--- src/hw/rtl/bfid_div.sv ---
// Restoring divider: 2^23 / divisor, one quotient bit a cycle.
module bfid_div (
	input  logic        clk,
	input  logic        arst_n,
	input  logic        start,
	input  logic [32:0] divisor,
	output logic        done,
	output logic [23:0] quotient
);
	logic [4:0]  cnt_q;
	logic        busy_q;
	logic [33:0] rem_q;
	logic [23:0] quo_q;
	logic [32:0] div_q;
	logic [33:0] trial;
	logic        bit_in;

	assign bit_in = (cnt_q == 5'd23);
	assign trial  = {rem_q[32:0], bit_in};

	always_ff @(posedge clk or negedge arst_n) begin
		if (!arst_n) begin
			busy_q <= 1'b0;
			cnt_q  <= '0;
		end else if (start) begin
			busy_q <= 1'b1;
			cnt_q  <= 5'd23;
		end else if (busy_q) begin
			if (cnt_q == 5'd0) busy_q <= 1'b0;
			else cnt_q <= cnt_q - 5'd1;
		end
	end

	always_ff @(posedge clk) begin
		if (start) begin
			rem_q <= '0;
			quo_q <= '0;
			div_q <= divisor;
		end else if (busy_q) begin
			if (trial >= {1'b0, div_q}) begin
				rem_q <= trial - {1'b0, div_q};
				quo_q <= {quo_q[22:0], 1'b1};
			end else begin
				rem_q <= trial;
				quo_q <= {quo_q[22:0], 1'b0};
			end
		end
	end

	assign done     = busy_q && (cnt_q == 5'd0);
	assign quotient = (trial >= {1'b0, div_q}) ? {quo_q[22:0], 1'b1} : {quo_q[22:0], 1'b0};
endmodule

--- config.mk ---
export PLATFORM = sky130hd
export DESIGN_NAME = bfid_div
export DESIGN_NICKNAME = d
export VERILOG_FILES = /design/src/hw/rtl/bfid_div.sv
export SDC_FILE = /design/constraint.sdc
export NUM_CORES = 1
export LEC_CHECK = 0
export BUFFER_PORTS_ARGS = -buffer_cell sky130_fd_sc_hd__buf_2
export CAP_MARGIN = 20
export CORE_MARGIN = 1.5
export CORE_UTILIZATION = 40
export CTS_CLUSTER_DIAMETER = 150
export DETAILED_ROUTE_END_ITERATION = 10
export GPL_ROUTABILITY_DRIVEN = 0
export HOLD_SLACK_MARGIN = 0.08
export PLACE_DENSITY = 0.66
export SLEW_MARGIN = 10
export SYNTH_ARGS = -nofsm -noshare
export SYNTH_HDL_FRONTEND = slang
export SYNTH_SLANG_ARGS = --single-unit
export TNS_END_PERCENT = 50
--- constraint.sdc ---
create_clock -name clk -period 3.35 [get_ports clk]
set_input_delay 0.1675 -clock clk [delete_from_list [all_inputs] [get_ports clk]]
set_output_delay 0.1675 -clock clk [all_outputs]
set_load 0.01 [all_outputs]
==> summary.md, run 1 <==
| Metric | Value |
|---|---|
| Status | `finished, final reports clean` |
| Area taken by flip-flops and latches | `2260 sq um` |
| Area Growth Syn to Fin | `20.6%` |
| Fill count | `1,330` |
| Max VDD drop | `0.320 mV` |
| Critical path buffers and inverters | `1` |
| Worst Skew | `0.00957 ns` |
| FF-to-FF Start | `cnt_q[1]` |
| RSZ-0062 raised after global routing | `yes` |
| EDFF count, synth | `33` |
| Switching Fraction | `0.245` |
| Endpoints failing hold | `0` |
| Worst endpoint required time | `3.62 ns` |
| Fmax | `302 MHz` |
| CP max stage delay | `0.43 ns` |
| Residual DRC | `0` |
| Cell Pwr Density | `371 nW/um^2` |
| TritonCTS buffer count | `9` |
| First-pass DRT Iterations | `5` |
| Total wire length | `13.6 mm` |
| Die height | `123 microns` |
| Min cycle time layout | `3.31 ns` |
| Crit path max fanout | `5` |
| CP Class | `register to register` |
| Asr flop ratio synth | `0.0632` |
| Syn_area_per_cell | `9.08 sq um` |
| Post-route cell area | `6980 sq um` |
| Sequential share of the synthesized area | `0.391` |
| Max Slew Vio Count | `0` |
| Logic pwr share | `0.129` |
| # diodes | `0` |
| Cell family with most CP delay | `compound AO/OA/AOI/OAI gates` |
| Final setup viols | `0` |
| Detailed-route via count | `4,989` |
| Post-synth top flop | `dfxtp_1` |
| Max-slew headroom | `0.486` |
| Die Area | `15,200 sq um` |
| DR iter-0 viols | `360` |
| Worst r2r path cells | `13` |
| Placed Area | `6260 sq um` |
| First-pass GRT wire length | `22.6 mm` |
| Num ports | `61` |
| Initial core utilization | `0.413` |
| Post-Synthesis Cells | `637` |
| Mapped cell area | `5780 sq um` |
| Quantity of I/O buffers inserted on ports | `60` |
| Syn Nets | `710` |
| Net switching power | `0.000634 W` |
| Worst skew pair latency | `0.35 ns` |
| Hold Path Class | `input port to asynchronous set/reset pin` |
| Total GRT Usage | `0.189` |
| Die Wd | `123 microns` |
| Fraction of layout cells with a size suffix above 1 | `0.163` |
| R2r endpoint | `rem_q[32]` |
| Multi-input logic area | `3200 sq um` |
| Largest net degree at the start of global routing | `67` |
| Final #Nets | `806` |
| Post-DP HPWL | `9.39 mm` |
| Clock tree from TritonCTS | `done` |
| Num rows | `43` |
| Post-route antenna net violation count | `0` |
| YS warnings | `0` |
| Arrival time worst endpoint | `3.58 ns` |
| Maxcap violations | `0` |
| Cell Chain, Critical Path | `ha_2 -> nand4b_1 -> ha_2 -> inv_2 -> fa_2 -> a21o_4 -> a31o_1 -> a21oi_4 -> a211oi_2 -> a311o_1 -> a221o_1 -> and3_1 -> o32ai_2` |
| Most frequent cells in the layout | `nor2_1 (77), buf_2 (59), dfxtp_1 (56)` |
| CP dominant cell by count | `ha_2` |
| Initial antenna violation count | `0` |
| Vias in the first global route | `4,821` |
| Highest Signal Layer | `met4` |
| Seq pwr share | `0.484` |
| Clock Tree Root | `clkbuf_16` |
| Crit start category | `register` |
| Crit end category | `register` |
| Clock buffer depth | `2` |
| WL met2 | `6.00 mm` |
| Lkg Pwr | `3.19 nW` |
| Clock Sinks | `95` |
| Commonest non-fill, non-tap cell in the layout | `nor2_1` |
| Core area | `14,000 sq um` |
| Slowest cell on the critical path | `a221o_1` |
| Setup TNS | `0 ns` |
| GRT overflow | `0` |
| #FFs+latches synth | `95` |
| Routed wl met3 | `752 microns` |
| R2R Setup Slk | `0.04 ns` |
| Vias per std cell | `5.43` |
| Cell variety after synth | `76` |
| Htree depth | `3` |
| Clock power share | `0.387` |
| Internal Power | `0.00195 W` |
| Slew @ Worst Pin | `0.771 ns` |
| Register clock-pin slew on the reported worst setup and hold paths | `0.07 ns` |
| Final period util | `0.989` |
| Met1 wire length | `6.43 mm` |
| DR WL/cell | `14.8 microns` |
[worst max-delay path by stage]
stage	from	to	slack (ns)	depth (start not counted)
floorplan	cnt_q[0]	rem_q[32]	0.07	13
global placement	cnt_q[0]	rem_q[32]	-0.06	13
detailed placement	cnt_q[0]	rem_q[32]	-0.21	13
CTS	cnt_q[0]	rem_q[32]	-0.04	13
global route	cnt_q[1]	rem_q[24]	-0.06	13
finish	cnt_q[1]	rem_q[32]	0.04	13
[through the flow]
stage          instances  power (W)  utilization  setup slack [ns]  hold WS [ns]
6_report             918    0.00259        0.499            0.0374         0.157
3_3_place_gp         862    0.00156        0.447           -0.0573      -0.00377
2_1_floorplan        637    0.00148            -            0.0748        -0.128
4_1_cts              914    0.00261        0.494           -0.0358         0.153
5_1_grt              918    0.00271        0.499           -0.0580         0.182
3_5_place_dp         862    0.00157        0.447            -0.206      -0.00133
[cell type report]
cell class	instances	share of cell area
Clock inverter	3	0.00233
Inverter	48	0.0262
Multi-Input combinational cell	463	0.459
Sequential cell	95	0.324
Tap cell	180	0.0323
Clock buffer	13	0.0389
Timing Repair Buffer	116	0.116
[power by group through the flow]
| stage | clock network, W | registers, W | logic (W) |
|---|---|---|---|
| after floorplan | 0 | 0.00127 | 0.000208 |
| after global placement | 0 | 0.00128 | 0.000283 |
| after detailed placement | 0 | 0.00128 | 0.000290 |
| after CTS | 0.00103 | 0.00125 | 0.000325 |
| after global routing | 0.00109 | 0.00126 | 0.000369 |
| final | 0.00100 | 0.00125 | 0.000333 |
[synthesized netlist by cell type, types with 9 or more instances]
cell type	instances	share of area
a311oi_1	9	0.014
a211oi_1	18	0.023
nor2_1	77	0.050
o21bai_1	9	0.012
nand3_1	13	0.011
xnor2_1	17	0.026
o21ai_0	16	0.014
a21oi_1	42	0.036
clkbuf_1	14	0.0091
edfxtp_1	33	0.17
ha_1	36	0.078
mux2i_1	30	0.052
inv_1	47	0.031
dfxtp_1	56	0.19
nand2_1	48	0.031
a21o_1	17	0.022
a31oi_1	10	0.011
[timing repair]
action	CTS	global route
hold endpoints to repair	39	0
resized for setup	3	8
pin swaps	3	16
hold buffers	34	0
setup buffers	2	4
endpoints found under the setup margin	6	11
[kinds of logic (layout without fill, tap and decap cells)]
logic type | Yosys count | after routing | share of synthesized area
adders and majority gates | 37 | 37 | 0.0814
muxes | 33 | 33 | 0.0578
xor gates and xnor gates | 22 | 22 | 0.0333
buffers and inverters | 79 | 180 | 0.0610
DFF | 95 | 95 | 0.391
AOI/OAI and AO/OA | 171 | 171 | 0.211
and+or+nand+nor | 200 | 200 | 0.164
[registers in the layout, indices dropped and copies added (netlist names)]
signal  cells
rem_q      33
div_q      33
quo_q      23
busy_q      1
cnt_q       5
[layer usage]
| metal | GRT usage | vias up |
|---|---|---|
| li1 | - | 2494 |
| met1 | 0.250 | 2319 |
| met2 | 0.300 | 144 |
| met3 | 0.0369 | 32 |
| met4 | 0.0862 | 0 |
| met5 | 0 | - |
No activity file was read; power rests on OpenSTA's default activity.
==> run 2, diff against run 1 <==
--- a/config.mk
+++ b/config.mk
@@ -5,6 +5,7 @@
 export SDC_FILE = /design/constraint.sdc
 export NUM_CORES = 1
 export LEC_CHECK = 0
+export ABC_AREA = 1
 export BUFFER_PORTS_ARGS = -buffer_cell sky130_fd_sc_hd__buf_2
 export CAP_MARGIN = 20
 export CORE_MARGIN = 1.5
==> run 2 against run 1 <==
Critical endpoint is now quotient[0]. Sequential power is 24% higher. First-iteration DRC count up 9.4%. Critical path type is now register to primary output. Clock skew increased by 0.0037 ns.
==> summary.md, run 2 <==
| Metric | Value |
|---|---|
| Post-route antenna net violation count | `0` |
| Mapped cell area | `6460 sq um` |
| Num rows | `46` |
| Area Growth Syn to Fin | `17.0%` |
| Setup TNS | `0 ns` |
| Post-Synthesis Cells | `985` |
| Largest net degree at the start of global routing | `62` |
| Net switching power | `0.00244 W` |
| CP Class | `register to primary output` |
| Total Power | `0.00534 W` |
| Initial antenna violation count | `0` |
| Slew @ Worst Pin | `0.733 ns` |
| WHS | `0.161 ns` |
| Crit end category | `primary output` |
| Post-CTS Setup Bufs | `0` |
| Switching Fraction | `0.456` |
| Worst skew pair latency | `0.36 ns` |
| Most common cell in the netlist | `nand2_1` |
| Final setup viols | `0` |
| Fin worst setup slack | `0.292 ns` |
| Worst Skew | `0.0133 ns` |
| Residual DRC | `0` |
| Fill count | `1,608` |
| DR WL/cell | `12.5 microns` |
| Vias per std cell | `4.73` |
| CTS resizes | `0` |
| First-pass GRT wire length | `26.7 mm` |
| CTS Hold Bufs | `34` |
| Fmax | `327 MHz` |
| Register clock-pin slew on the reported worst setup and hold paths | `0.07 ns` |
| Clock tree from TritonCTS | `done` |
| Syn Nets | `1,058` |
| Cell Pwr Density | `707 nW/um^2` |
| Vias in the first global route | `5,702` |
| Fraction of layout cells with a size suffix above 1 | `0.109` |
| DR iter-0 viols | `394` |
| Total GRT Usage | `0.200` |
| Internal Power | `0.00291 W` |
| Pre-CTS setup slack | `0.427 ns` |
| Initial core utilization | `0.408` |
| Max-slew headroom | `0.511` |
| Max Slew Vio Count | `0` |
| Clock power share | `0.189` |
| Most frequent cells in the layout | `nand2_1 (302), inv_1 (178), nor2_1 (122)` |
| GRT overflow | `0` |
| Final period util | `0.913` |
| Worst endpoint required time | `3.18 ns` |
| Share of the synthesized area in the top cell type | `0.175` |
| Synth top area cells | `nand2_1 (18%), dfxtp_1 (17%), edfxtp_1 (15%), inv_1 (10%), nor2_1 (7.1%)` |
| Asr flop ratio synth | `0.0632` |
| Biggest area consumer among synthesized cells | `nand2_1` |
| Lkg Pwr | `4.03 nW` |
| Cell variety after synth | `40` |
| Clock Tree Root | `clkbuf_16` |
| #FFs+latches synth | `95` |
| Die height | `130 microns` |
| Min cycle time layout | `3.06 ns` |
| Multi-input logic area | `3370 sq um` |
| Endpoints failing hold | `0` |
| Logic pwr share | `0.522` |
| Crit path max fanout | `35` |
| Htree depth | `3` |
| Final #Nets | `1,145` |
| Quantity of I/O buffers inserted on ports | `60` |
| Num ports | `61` |
| Syn_area_per_cell | `6.56 sq um` |
| Seq pwr share | `0.289` |
| Clock Sinks | `95` |
| Biggest regs | `div_q x33, rem_q x33, quo_q x23` |
| First-pass DRT Iterations | `5` |
| YS warnings | `0` |
| Hold Path Class | `input port to asynchronous set/reset pin` |
| Die Wd | `130 microns` |
| Sequential share of the synthesized area | `0.350` |
| Max VDD drop | `0.305 mV` |
| Clock buffer depth | `2` |
| Crit start category | `register` |
| Fin util | `0.478` |
| Core area | `15,800 sq um` |
| Post-synth top flop | `dfxtp_1` |
| RSZ-0062 raised after global routing | `no` |
| Status | `finished, final reports clean` |
| Post-DP HPWL | `11.6 mm` |
| Arrival time worst endpoint | `2.89 ns` |
| Total wire length | `16.1 mm` |
| TritonCTS buffer count | `9` |
| EDFF count, synth | `33` |
| Area taken by flip-flops and latches | `2260 sq um` |
| # diodes | `0` |
| Most common library cells after synthesis | `nand2_1 (302), inv_1 (178), nor2_1 (122)` |
| Die Area | `16,900 sq um` |
| Commonest non-fill, non-tap cell in the layout | `nand2_1` |
| Maxcap violations | `0` |
| Detailed-route via count | `6,115` |
run 2: cell count changes after synthesis, moves of 8 or more:
cell      previous run  this run
a211oi_1            18         0
a311oi_1             9         0
xnor2_1             17         5
nand3_1             13        70
inv_1               47       178
mux2i_1             30         0
nand2_1             48       302
o21ai_0             16        35
nor2_1              77       122
nand2b_1             8         0
a21o_1              17         0
nand3b_1             1        14
a31oi_1             10         1
run 2: routing by layer:
metal  vias to the layer above  global-route usage  share of wire
met2                       129               0.315           0.44
met5                         -                   0              0
met1                      2755               0.281           0.50
li1                       3216                   -              -
met3                        15              0.0328          0.045
met4                         0              0.0621          0.016
run 2: path summary, 6_finish.rpt:
check / cells past startpoint / end / slack [ns] / start
max in group asynchronous: 2 / busy_q / 3.03 / arst_n
max reg2reg: 16 / rem_q[3] / 0.40 / cnt_q[0]
min in group clk: 2 / rem_q[22] / 0.30 / start
max: 12 / quotient[0] / 0.29 / cnt_q[0]
min: 2 / cnt_q[3] / 0.16 / arst_n
min reg2reg: 2 / rem_q[5] / 0.49 / rem_q[5]
run 2: power by group through the flow:
stage          clock (W)  combinational, W  sequential (W)
4_1_cts          0.00104           0.00277         0.00154
5_1_grt          0.00107           0.00318         0.00157
3_3_place_gp           0           0.00269         0.00157
3_5_place_dp           0           0.00272         0.00157
6_report         0.00101           0.00279         0.00155
2_1_floorplan          0           0.00218         0.00153
run 2: area by class of cell:
class,instances,share of cell area
tap,216,0.0357
clock buffer,10,0.0303
multi-input combinational,682,0.446
timing repair buffer,99,0.0897
inverter,185,0.0925
clock inverter,6,0.00678
sequential,95,0.299
run 2: cell families (layout without fill, tap and decap cells):
family                     count (synthesis)  in the layout  share of synthesized area
AOI/OAI and AO/OA                         86             86                     0.0683
DFF                                       95             95                      0.350
buffers and inverters                    208            300                      0.128
adders and majority gates                 37             37                     0.0728
xor gates and xnor gates                   8              8                     0.0108
and+or+nand+nor                          551            551                      0.370
run 2: worst max-delay path: stages, from the launching register on:
cell and delay, ns:
dfrtp_1 0.38, ha_1 0.19, nand4_1 0.12, ha_1 0.16, inv_1 0.07, fa_1 0.46, nand3_1 0.13, nand3_2 0.12
nand2_1 0.11, nand2_2 0.08, nand2_4 0.22, nand2_8 0.25, buf_2 0.22
run 2: per-stage QoR:
stage,area [sq um],cells
4_1_cts,7560,1293
3_5_place_dp,6940,1243
6_report,7560,1293
2_1_floorplan,6460,985
3_3_place_gp,6940,1243
5_1_grt,7560,1293
==> run 3, diff against run 2 <==
--- a/config.mk
+++ b/config.mk
@@ -14,7 +14,7 @@
 export DETAILED_ROUTE_END_ITERATION = 10
 export GPL_ROUTABILITY_DRIVEN = 0
 export HOLD_SLACK_MARGIN = 0.08
-export PLACE_DENSITY = 0.66
+export PLACE_DENSITY_LB_ADDON = 0.15
 export SLEW_MARGIN = 10
 export SYNTH_ARGS = -nofsm -noshare
 export SYNTH_HDL_FRONTEND = slang
==> run 3 against run 2 <==
Cell count is the same. Total power rose by 0.42%. Sequential share of layout area barely moved. Flip-flop and latch count is the same. Critical path type unchanged. Largest power group unchanged. Highest routed layer unchanged.
==> summary.md, run 3 (synthesis results as in run 2) <==
| Metric | Value |
|---|---|
| Status | `finished, final reports clean` |
| CTS Hold Bufs | `34` |
| Non-filler cells in the finished layout | `1,293` |
| GRT overflow | `0` |
| Slew @ Worst Pin | `0.835 ns` |
| Commonest non-fill, non-tap cell in the layout | `nand2_1` |
| Vias in the first global route | `5,603` |
| Final period util | `0.856` |
| Die height | `130 microns` |
| Htree depth | `3` |
| RSZ-0062 raised after global routing | `no` |
| CTS resizes | `0` |
| Initial core utilization | `0.408` |
| Die Area | `16,900 sq um` |
| Final setup viols | `0` |
| Fraction of layout cells with a size suffix above 1 | `0.108` |
| Largest net degree at the start of global routing | `64` |
| Max-slew headroom | `0.443` |
| Post-CTS Setup Bufs | `0` |
| Endpoints failing hold | `0` |
| Placed insts | `1,243` |
| Arrival time worst endpoint | `2.70 ns` |
| Num rows | `46` |
| First-pass GRT wire length | `27.9 mm` |
| CP startpoint | `cnt_q[0]` |
| Final #Nets | `1,145` |
| Quantity of I/O buffers inserted on ports | `60` |
| Area Growth Syn to Fin | `17.0%` |
| DR iter-0 viols | `464` |
| Post-route antenna net violation count | `0` |
| CP Class | `register to primary output` |
| Die Wd | `130 microns` |
| Setup TNS | `0 ns` |
| # diodes | `0` |
| Hold Path Class | `input port to asynchronous set/reset pin` |
| Core area | `15,800 sq um` |
| Max Slew Vio Count | `0` |
| FF-to-FF Start | `cnt_q[0]` |
| TritonCTS buffer count | `9` |
| Clock Sinks | `95` |
| Max VDD drop | `0.280 mV` |
| Residual DRC | `0` |
| Worst endpoint required time | `3.18 ns` |
| Vias per std cell | `4.71` |
| Clock buffer depth | `2` |
| Cell Pwr Density | `710 nW/um^2` |
| Fin util | `0.478` |
| Clock tree from TritonCTS | `done` |
| Min cycle time layout | `2.87 ns` |
| Num ports | `61` |
| Total wire length | `16.8 mm` |
| Lkg Pwr | `4.03 nW` |
| Crit start category | `register` |
| Total GRT Usage | `0.213` |
| Initial antenna violation count | `0` |
| Detailed-route via count | `6,090` |
| Crit end category | `primary output` |
| Register clock-pin slew on the reported worst setup and hold paths | `0.07 ns` |
| Maxcap violations | `0` |
| Crit path max fanout | `35` |
| Most frequent cells in the layout | `nand2_1 (302), inv_1 (178), nor2_1 (122)` |
| Post-DP HPWL | `12.3 mm` |
| Worst skew pair latency | `0.37 ns` |
| Fmax | `349 MHz` |
| First-pass DRT Iterations | `5` |
| Worst Skew | `0.0105 ns` |
| Clock Tree Root | `clkbuf_16` |
| DR WL/cell | `13.0 microns` |
| Biggest regs | `div_q x33, rem_q x33, quo_q x23` |
## run 3: cell types whose count changed in the layout (fill, tap and decap cells not counted)
| cell | previous run | this run |
|---|---|---|
| clkinv_2 | 1 | 0 |
| clkinv_1 | 1 | 2 |
| inv_6 | 4 | 5 |
| clkinv_4 | 1 | 0 |
## run 3: path summary, 6_finish.rpt
path / slack (ns) / cells after the start / to
min in group clk: 0.38 / 2 / rem_q[29]
worst max-delay path: 0.48 / 12 / quotient[0]
worst min register to register: 0.48 / 2 / rem_q[22]
worst max register to register: 0.64 / 16 / rem_q[13]
worst min-delay path: 0.15 / 2 / cnt_q[3]
max in group asynchronous: 3.05 / 2 / busy_q
## run 3: final cells by class
type	count	area [sq um]
repair buffers	99	678
well taps	216	270
fillers	1714	8270
multi-input cells	682	3370
flip-flops and latches	95	2260
clock buffers	10	229
inverters	185	699
clock inverters	6	50.0
## run 3: worst max-delay path: stages (launching register included)
cell,delay (ns)
dfrtp_1,0.38
ha_1,0.19
nand4_1,0.13
ha_1,0.16
inv_1,0.09
fa_1,0.46
nand3_1,0.13
nand3_2,0.11
nand2_1,0.10
nand2_2,0.08
nand2_4,0.09
nand2_8,0.19
buf_2,0.22
## run 3: through the flow
| step | cell area, sq um | power (W) | hold slack (ns) | worst slack, ns |
|---|---|---|---|---|
| floorplan | 6460 | 0.00371 | -0.128 | 1.03 |
| global route | 7560 | 0.00588 | 0.176 | 0.324 |
| global placement | 6940 | 0.00432 | 0.00478 | 0.702 |
| CTS | 7560 | 0.00539 | 0.144 | 0.458 |
| finish | 7560 | 0.00537 | 0.148 | 0.482 |
| detailed placement | 6940 | 0.00433 | 0.00371 | 0.620 |
## run 3: power breakdown
group	total, W	internal [W]	switching (W)	leakage, nW
clock	0.00101	0.000517	0.000490	0.138
sequential	0.00155	0.00140	0.000147	0.841
combinational	0.00281	0.000988	0.00182	3.05
## run 3: layer usage
| metal | GRT usage | vias up | wire (microns) |
|---|---|---|---|
| met3 | 0.0476 | 19 | 832 |
| met4 | 0.0569 | 0 | 246 |
| li1 | - | 3216 | - |
| met5 | 0 | - | 0 |
| met2 | 0.336 | 141 | 7350 |
| met1 | 0.294 | 2714 | 8410 |
